--- src/hw/rtl/olpi_pkg.sv ---
// Shared constants for the ordered list with positional insert.
// No dependencies; imported by the RAM-using top level and its checker.
package olpi_pkg;

	// Default list depth
	localparam int CAPACITY_DEF = 32;

	// Field widths
	localparam int POS_W  = 7;
	localparam int VAL_W  = 32;
	localparam int STAT_W = 2;

	// Result status codes
	localparam logic [STAT_W-1:0] ST_ELEMENT = 2'd0;
	localparam logic [STAT_W-1:0] ST_INVALID = 2'd1;
	localparam logic [STAT_W-1:0] ST_FULL    = 2'd2;

	// Position code for append at the tail (-1 in seven bits)
	localparam logic [POS_W-1:0] POS_APPEND = 7'h7F;

endpackage

--- src/hw/rtl/olpi_ram.sv ---
// Generic single-port-write, single-port-read RAM with registered read data.
// No dependencies. Read data holds while the read enable is low.
module olpi_ram #(
	parameter int WIDTH = 32,
	parameter int DEPTH = 32
) (
	input  logic                     clk,
	input  logic                     we,
	input  logic [$clog2(DEPTH)-1:0] waddr,
	input  logic [WIDTH-1:0]         wdata,
	input  logic                     re,
	input  logic [$clog2(DEPTH)-1:0] raddr,
	output logic [WIDTH-1:0]         rdata
);

	logic [WIDTH-1:0] mem_q [DEPTH];

	// write port
	always_ff @(posedge clk) begin
		if (we) begin
			mem_q[waddr] <= wdata;
		end
	end

	// registered read port
	always_ff @(posedge clk) begin
		if (re) begin
			rdata <= mem_q[raddr];
		end
	end

endmodule

--- src/hw/rtl/ordered_list_positional_insert.sv ---
// Ordered list with positional insert, values held in one RAM.
// Operation: an insert at position p into a list of n first shifts entries p..n-1 up one place
// (none for an append), then writes the value at p, then sends 2*(n+1) output words, a forward
// pass then a reverse pass. Errors (bad position, full list) give a single word from the error state.
// Throughput: one item at a time; the RAM's single write port sets the shift rate.
// Reset clears the count and control; RAM contents are not cleared.
module ordered_list_positional_insert import olpi_pkg::*; #(
	parameter int CAPACITY = CAPACITY_DEF
) (
	input  logic                     clk,
	input  logic                     arst_n,
	input  logic                     in_valid,
	output logic                     in_stall,
	input  logic signed [POS_W-1:0]  position,
	input  logic signed [VAL_W-1:0]  value,
	output logic                     out_valid,
	input  logic                     out_stall,
	output logic [STAT_W-1:0]        status,
	output logic                     direction,
	output logic signed [VAL_W-1:0]  element,
	output logic                     last
);

	localparam int CNT_W  = $clog2(CAPACITY + 1);
	localparam int ADDR_W = $clog2(CAPACITY);
	localparam int K_W    = CNT_W + 1;
	localparam logic [CNT_W-1:0] CAP_CNT = CNT_W'(CAPACITY);

	typedef enum logic [3:0] {
		S_IDLE  = 4'b0001,
		S_SHIFT = 4'b0010,
		S_EMIT  = 4'b0100,
		S_ERR   = 4'b1000
	} state_t;

	state_t              state_q;
	logic [CNT_W-1:0]    count_q;
	logic [CNT_W-1:0]    idx_q;
	logic [CNT_W-1:0]    ptr_q;
	logic [K_W-1:0]      k_q;
	logic [K_W-1:0]      total_q;
	logic [STAT_W-1:0]   err_q;
	logic [VAL_W-1:0]    value_q;
	logic                pend_s1;
	logic [ADDR_W-1:0]   waddr_s1;
	logic                dir_s1;
	logic                last_s1;
	logic                out_valid_q;
	logic [STAT_W-1:0]   status_q;
	logic                direction_q;
	logic [VAL_W-1:0]    element_q;
	logic                last_q;

	logic [POS_W-1:0]    pos_raw;
	logic                pos_append;
	logic                pos_bad;
	logic                is_full;
	logic [CNT_W-1:0]    pos_idx;
	logic [CNT_W-1:0]    cnt_next;
	logic                in_take;
	logic                out_free;
	logic                shift_issue;
	logic                emit_issue;
	logic                emit_load;
	logic                err_load;
	logic                k_lo;
	logic                emit_done;
	logic [ADDR_W-1:0]   emit_addr;

	logic                ram_we;
	logic [ADDR_W-1:0]   ram_waddr;
	logic [VAL_W-1:0]    ram_wdata;
	logic                ram_re;
	logic [ADDR_W-1:0]   ram_raddr;
	logic [VAL_W-1:0]    ram_rdata;

	// position decode against the current count
	assign pos_raw    = position;
	assign pos_append = (pos_raw == POS_APPEND);
	assign pos_bad    = !pos_append &&
		(pos_raw[POS_W-1] || (pos_raw > POS_W'(count_q)));
	assign is_full    = (count_q == CAP_CNT);
	assign pos_idx    = pos_append ? count_q : CNT_W'(pos_raw);
	assign cnt_next   = count_q + CNT_W'(1);

	// handshakes
	assign in_stall = (state_q != S_IDLE);
	assign in_take  = in_valid && !in_stall;
	assign out_free = !out_valid_q || !out_stall;

	// shift: read entry ptr-1, write it to ptr in the following cycle
	assign shift_issue = (state_q == S_SHIFT) && (ptr_q > idx_q);

	// output sweep: forward pass, then reverse pass
	assign k_lo       = (k_q < K_W'(count_q));
	assign emit_addr  = k_lo ? ADDR_W'(k_q) : ADDR_W'(total_q - k_q - K_W'(1));
	assign emit_done  = (k_q == total_q);
	assign emit_issue = (state_q == S_EMIT) && !emit_done && (!pend_s1 || out_free);
	assign emit_load  = (state_q == S_EMIT) && pend_s1 && out_free;
	assign err_load   = (state_q == S_ERR) && out_free;

	// RAM port control
	always_comb begin
		ram_we    = 1'b0;
		ram_waddr = waddr_s1;
		ram_wdata = ram_rdata;
		if (state_q == S_SHIFT) begin
			if (pend_s1) begin
				ram_we = 1'b1;
			end else if (!shift_issue) begin
				ram_we    = 1'b1;
				ram_waddr = idx_q[ADDR_W-1:0];
				ram_wdata = value_q;
			end
		end
	end

	assign ram_re    = shift_issue || emit_issue;
	assign ram_raddr = shift_issue ? ADDR_W'(ptr_q - CNT_W'(1)) : emit_addr;

	olpi_ram #(
		.WIDTH (VAL_W),
		.DEPTH (CAPACITY)
	) u_store (
		.clk   (clk),
		.we    (ram_we),
		.waddr (ram_waddr),
		.wdata (ram_wdata),
		.re    (ram_re),
		.raddr (ram_raddr),
		.rdata (ram_rdata)
	);

	// control sequencer
	always_ff @(posedge clk or negedge arst_n) begin
		if (!arst_n) begin
			state_q <= S_IDLE;
			count_q <= '0;
			idx_q   <= '0;
			ptr_q   <= '0;
			k_q     <= '0;
			total_q <= '0;
			err_q   <= ST_ELEMENT;
			pend_s1 <= 1'b0;
		end else begin
			unique case (state_q)
				S_IDLE: begin
					pend_s1 <= 1'b0;
					if (in_take) begin
						if (pos_bad) begin
							err_q   <= ST_INVALID;
							state_q <= S_ERR;
						end else if (is_full) begin
							err_q   <= ST_FULL;
							state_q <= S_ERR;
						end else begin
							idx_q   <= pos_idx;
							ptr_q   <= count_q;
							state_q <= S_SHIFT;
						end
					end
				end
				S_SHIFT: begin
					pend_s1 <= shift_issue;
					if (shift_issue) begin
						ptr_q <= ptr_q - CNT_W'(1);
					end else if (!pend_s1) begin
						count_q <= cnt_next;
						total_q <= {cnt_next, 1'b0};
						k_q     <= '0;
						state_q <= S_EMIT;
					end
				end
				S_EMIT: begin
					if (emit_issue) begin
						pend_s1 <= 1'b1;
						k_q     <= k_q + K_W'(1);
					end else if (emit_load) begin
						pend_s1 <= 1'b0;
					end
					if (emit_done && (!pend_s1 || out_free)) begin
						state_q <= S_IDLE;
					end
				end
				S_ERR: begin
					if (out_free) begin
						state_q <= S_IDLE;
					end
				end
				default: begin
					state_q <= S_IDLE;
				end
			endcase
		end
	end

	// payload side of the pipeline
	always_ff @(posedge clk) begin
		if (in_take) begin
			value_q <= value;
		end
		if (shift_issue) begin
			waddr_s1 <= ptr_q[ADDR_W-1:0];
		end
		if (emit_issue) begin
			dir_s1  <= !k_lo;
			last_s1 <= (k_q == total_q - K_W'(1));
		end
	end

	// output word valid
	always_ff @(posedge clk or negedge arst_n) begin
		if (!arst_n) begin
			out_valid_q <= 1'b0;
		end else if (err_load || emit_load) begin
			out_valid_q <= 1'b1;
		end else if (!out_stall) begin
			out_valid_q <= 1'b0;
		end
	end

	// output word payload
	always_ff @(posedge clk) begin
		if (err_load) begin
			status_q    <= err_q;
			direction_q <= 1'b0;
			element_q   <= '0;
			last_q      <= 1'b1;
		end else if (emit_load) begin
			status_q    <= ST_ELEMENT;
			direction_q <= dir_s1;
			element_q   <= ram_rdata;
			last_q      <= last_s1;
		end
	end

	assign out_valid = out_valid_q;
	assign status    = status_q;
	assign direction = direction_q;
	assign element   = $signed(element_q);
	assign last      = last_q;

endmodule

--- config.mk ---
export PLATFORM = sky130hd
export DESIGN_NAME = ordered_list_positional_insert
export DESIGN_NICKNAME = d
export VERILOG_FILES = /design/src/hw/rtl/olpi_pkg.sv /design/src/hw/rtl/olpi_ram.sv /design/src/hw/rtl/ordered_list_positional_insert.sv
export SDC_FILE = /design/constraint.sdc
export NUM_CORES = 1
export LEC_CHECK = 0
export BUFFER_PORTS_ARGS = -buffer_cell sky130_fd_sc_hd__clkbuf_2
export CAP_MARGIN = 20
export CORE_MARGIN = 3
export CORE_UTILIZATION = 63
export CTS_CLUSTER_SIZE = 14
export DETAILED_ROUTE_END_ITERATION = 10
export GPL_ROUTABILITY_DRIVEN = 1
export PLACE_DENSITY_LB_ADDON = 0.12
export SLEW_MARGIN = 20
export SYNTH_ARGS = -nofsm -noshare
export SYNTH_HDL_FRONTEND = slang
export SYNTH_SLANG_ARGS = --single-unit
--- constraint.sdc ---
create_clock -name clk -period 6.62 [get_ports clk]
set_clock_uncertainty 0.1 [all_clocks]
set_input_delay 0.331 -clock clk [delete_from_list [all_inputs] [get_ports clk]]
set_output_delay 0.331 -clock clk [all_outputs]
set_load 0.01 [all_outputs]
==> summary.md <==
| Metric | Value |
|---|---|
| Share of layout cells above drive strength 1 | 16.9% |
| Critical path class | reg -> reg |
| Htree depth | 3 |
| Initial DRC count | 2,777 |
| Die H | 280 um |
| Final min period | 4.67 ns |
| Arr. time, crit path | 5.04 ns |
| HP Class | in -> reg |
| Synthesized area per cell | 17.6 sq um |
| Critical Path Most Common Cell | mux2i_1 |
| Final setup viols | 0 |
| Die width | about 280 um |
| Sequential area share after synthesis | 73.1% |
| Buffers plus inverters on the worst setup path | 2 |
| CP cell instances | inv_1 -> ha_1 -> a21o_1 -> a211o_1 -> a211oi_1 -> o32a_2 -> buf_4 -> mux2i_1 -> mux2i_1 -> o22ai_1 -> nor4_2 |
| Critical Path RT | 6.98 ns |
| Seq cells post-synth | approximately 1,200 |
| Pre-CTS setup slack | ~2.0 ns |
| Fin worst setup slack | slightly below 2 ns |
| R2R cell count | 11 |
| Worst Setup EP | u_store.rdata[9] |
| Post-CTS setup buffer count | 0 |
| Largest net degree at the start of global routing | 80 |
| Worst flop-to-flop path startpoint | total_q[4] |
| Routed wire per std cell | 29.1 um |
| Most frequent cells in the layout | 1,097 x edfxtp_1, 770 x mux2i_1, 116 x clkbuf_16 |
| IO buf count | 80 |
| Final worst path period share | 70.6% |
| Post-DRT Antenna Nets | 0 |
| Status | complete, no violations |
| Core area | around 74,000 sq um |
| First-pass GRT wire length | 168,000 um |
| Worst skew pair latency | approximately 0.68 ns |
| Area Overhead vs Synth | 12.9% |
| Rel. slew slack | 22.2% |
| Root buffer cell | clkbuf_16 |
| TNS Setup | 0 ns |
| Distinct cell type count of the synthesized netlist | 65 |
| Hold WS | 0.0232 ns |
| CP max-delay cell | o32a_2 |
| Crit path max-delay family | compound AO/OA/AOI/OAI gates |
| Crit path launch type | flop |
| Detailed Route WL | 114,000 um |
| Prevailing post-synth register cell | edfxtp_1 |
| Number of global-route vias before repair | 25,500 |
| Post-Synthesis Cells | 2,677 |
| Slew Viols, Final | 0 |
| CP endpoint kind | flop |
| Design area | 53,200 sq um |
| R2R Path End | u_store.rdata[9] |
| Rows | 99 |
| Most common cell after layout, fill and taps aside | edfxtp_1 |
| Max clock buf depth | 3 |
| Final core occ | 72.3% |
| Crit-path max FO | 32 |
| Yosys warns | 0 |
| Total track usage | between 20% and 30% |
| Stages on the worst setup path | 11 |
| Power per standard cell area | 492 nW/um^2 |
| GRT overflow | 0 |
| Clock transition at the registers of the reported paths | 0.06 ns |
| Placed Area | approximately 50,000 sq um |
| Flop2flop setup slack | 1.95 ns |
| Largest stage delay, worst path | 0.83 ns |
| Initial Utilization | 64.1% |
| CTS Sinks | approximately 1,200 |
| DRT Pass-1 Iters | 5 |
| EDFF count, synth | 1,097 |
| Layout Cells excl Fill | 3,911 |
| Ant. Diodes | 0 |
| Final nets | 2,921 |
| Placed wire-length estimate | 65,400 um |
| Worst-margin pin slew | 1.16 ns |
| RSZ-0062 raised after global routing | no |
| TritonCTS clock tree | yes |
| Vias per Instance | 6.49 |
| Fmax | 214 MHz |
| Cells after DPL | 3,653 |
| GPL Wtd Cong | just under 0.9 |
| Initial antenna violation count | 1 |
| DRC viols | 0 |
| Async set-reset flop share out of synthesis | between 2 and 3% |
| Via count | 25,400 |
| DIE AREA | about 80,000 sq um |
| Overall Power | 26.2 mW |
| Synth Cell Area | 47,100 sq um |
| Final Hold Violating Endpoints | 0 |
| # Max-Cap Violations | 0 |
| Critical Path Source | total_q[4] |
| IO Count | 81 |
| P_leak | 19.5 nW |
| Num CTS Buffers | 113 |
| Maximum vdd drop | around 0.0005 V |
| Mapped Nets | 2,746 |
-- timing repair --
| action | in CTS | in global routing |
|---|---|---|
| hold buffers | 39 | 0 |
| endpoints found under the hold margin | 72 | 0 |
| resized for setup | 0 | 0 |
-- state kept, by name, summed over array words and instances, names as in the netlist, 2 cells and up --
signal,cells
err_q,2
u_store.mem_q,1024
value_q,32
status,2
idx_q,6
total_q,6
u_store.rdata,32
ptr_q,6
state_q,4
element,32
k_q,7
waddr_s1,5
-- logic make-up (layout without fill, tap and decap cells) --
family	count (synthesis)	after routing	synth area share [%]
compound gates	247	247	3.72
xor+xnor	21	21	0.390
fa+ha+maj	26	26	0.706
buf+inv	166	441	1.93
flops	1164	1164	73.1
mux	805	805	17.2
simple gates	248	248	3.00
-- cell usage after synthesis, types with 21 or more instances --
cell / count / area share, %
o21ai_0: 21 / 0.22
buf_4: 33 / 0.53
mux2_2: 35 / 0.84
ha_1: 25 / 0.66
mux2i_1: 770 / 16
o22ai_1: 99 / 1.3
nor3_1: 32 / 0.34
a21oi_1: 48 / 0.51
edfxtp_1: 1097 / 70
o22ai_2: 30 / 0.80
inv_1: 23 / 0.18
nand2_1: 104 / 0.83
nor4_2: 32 / 0.85
dfrtp_1: 32 / 1.7
buf_2: 57 / 0.61
dfxtp_1: 34 / 1.4
nor2_1: 23 / 0.18
clkbuf_1: 39 / 0.31
-- cell type report --
type / instances / area, sq um
fillers: 4449 / 20400
repair buffers: 202 / 1610
well taps: 959 / 1200
multi-input cells: 1347 / 12100
flip-flops and latches: 1164 / 34400
inverters: 24 / 90.1
clock buffers: 154 / 3170
clock inverters: 61 / 648
-- tightest hold or removal path: stages --
cell	delay, ns
clkbuf_2	0.12
o21ai_0	0.18
o21ai_0	0.10
-- power by group --
| group | internal [mW] | leakage [nW] | switching, mW | total, mW |
|---|---|---|---|---|
| Combinational | 4.63 | 7.09 | 6.36 | 11.0 |
| Clock | 3.82 | 1.87 | 2.71 | 6.53 |
| Sequential | 8.51 | 10.6 | 0.153 | 8.66 |
-- worst min path at each step --
stage / to / from / depth (start not counted)
6_report: idx_q[2] / position[2] / 3
5_1_grt: idx_q[3] / position[3] / 3
4_1_cts: idx_q[3] / position[3] / 3
3_5_place_dp: element[10] / element[10] / 2
3_3_place_gp: element[2] / element[2] / 2
2_1_floorplan: err_q[0] / arst_n / 0
-- per-layer routing --
layer | routed length [um] | global-route usage [%] | up-vias | part of all wire [%]
met5 | 0 | 0 | - | 0
met4 | 2480 | 7.69 | 0 | 2.2
met3 | 9310 | 4.74 | 177 | 8.2
met2 | 54500 | 47.1 | 1131 | 48
met1 | 47600 | 42.4 | 13100 | 42
li1 | - | - | 10900 | -
Power figures use the tool's default switching activity.
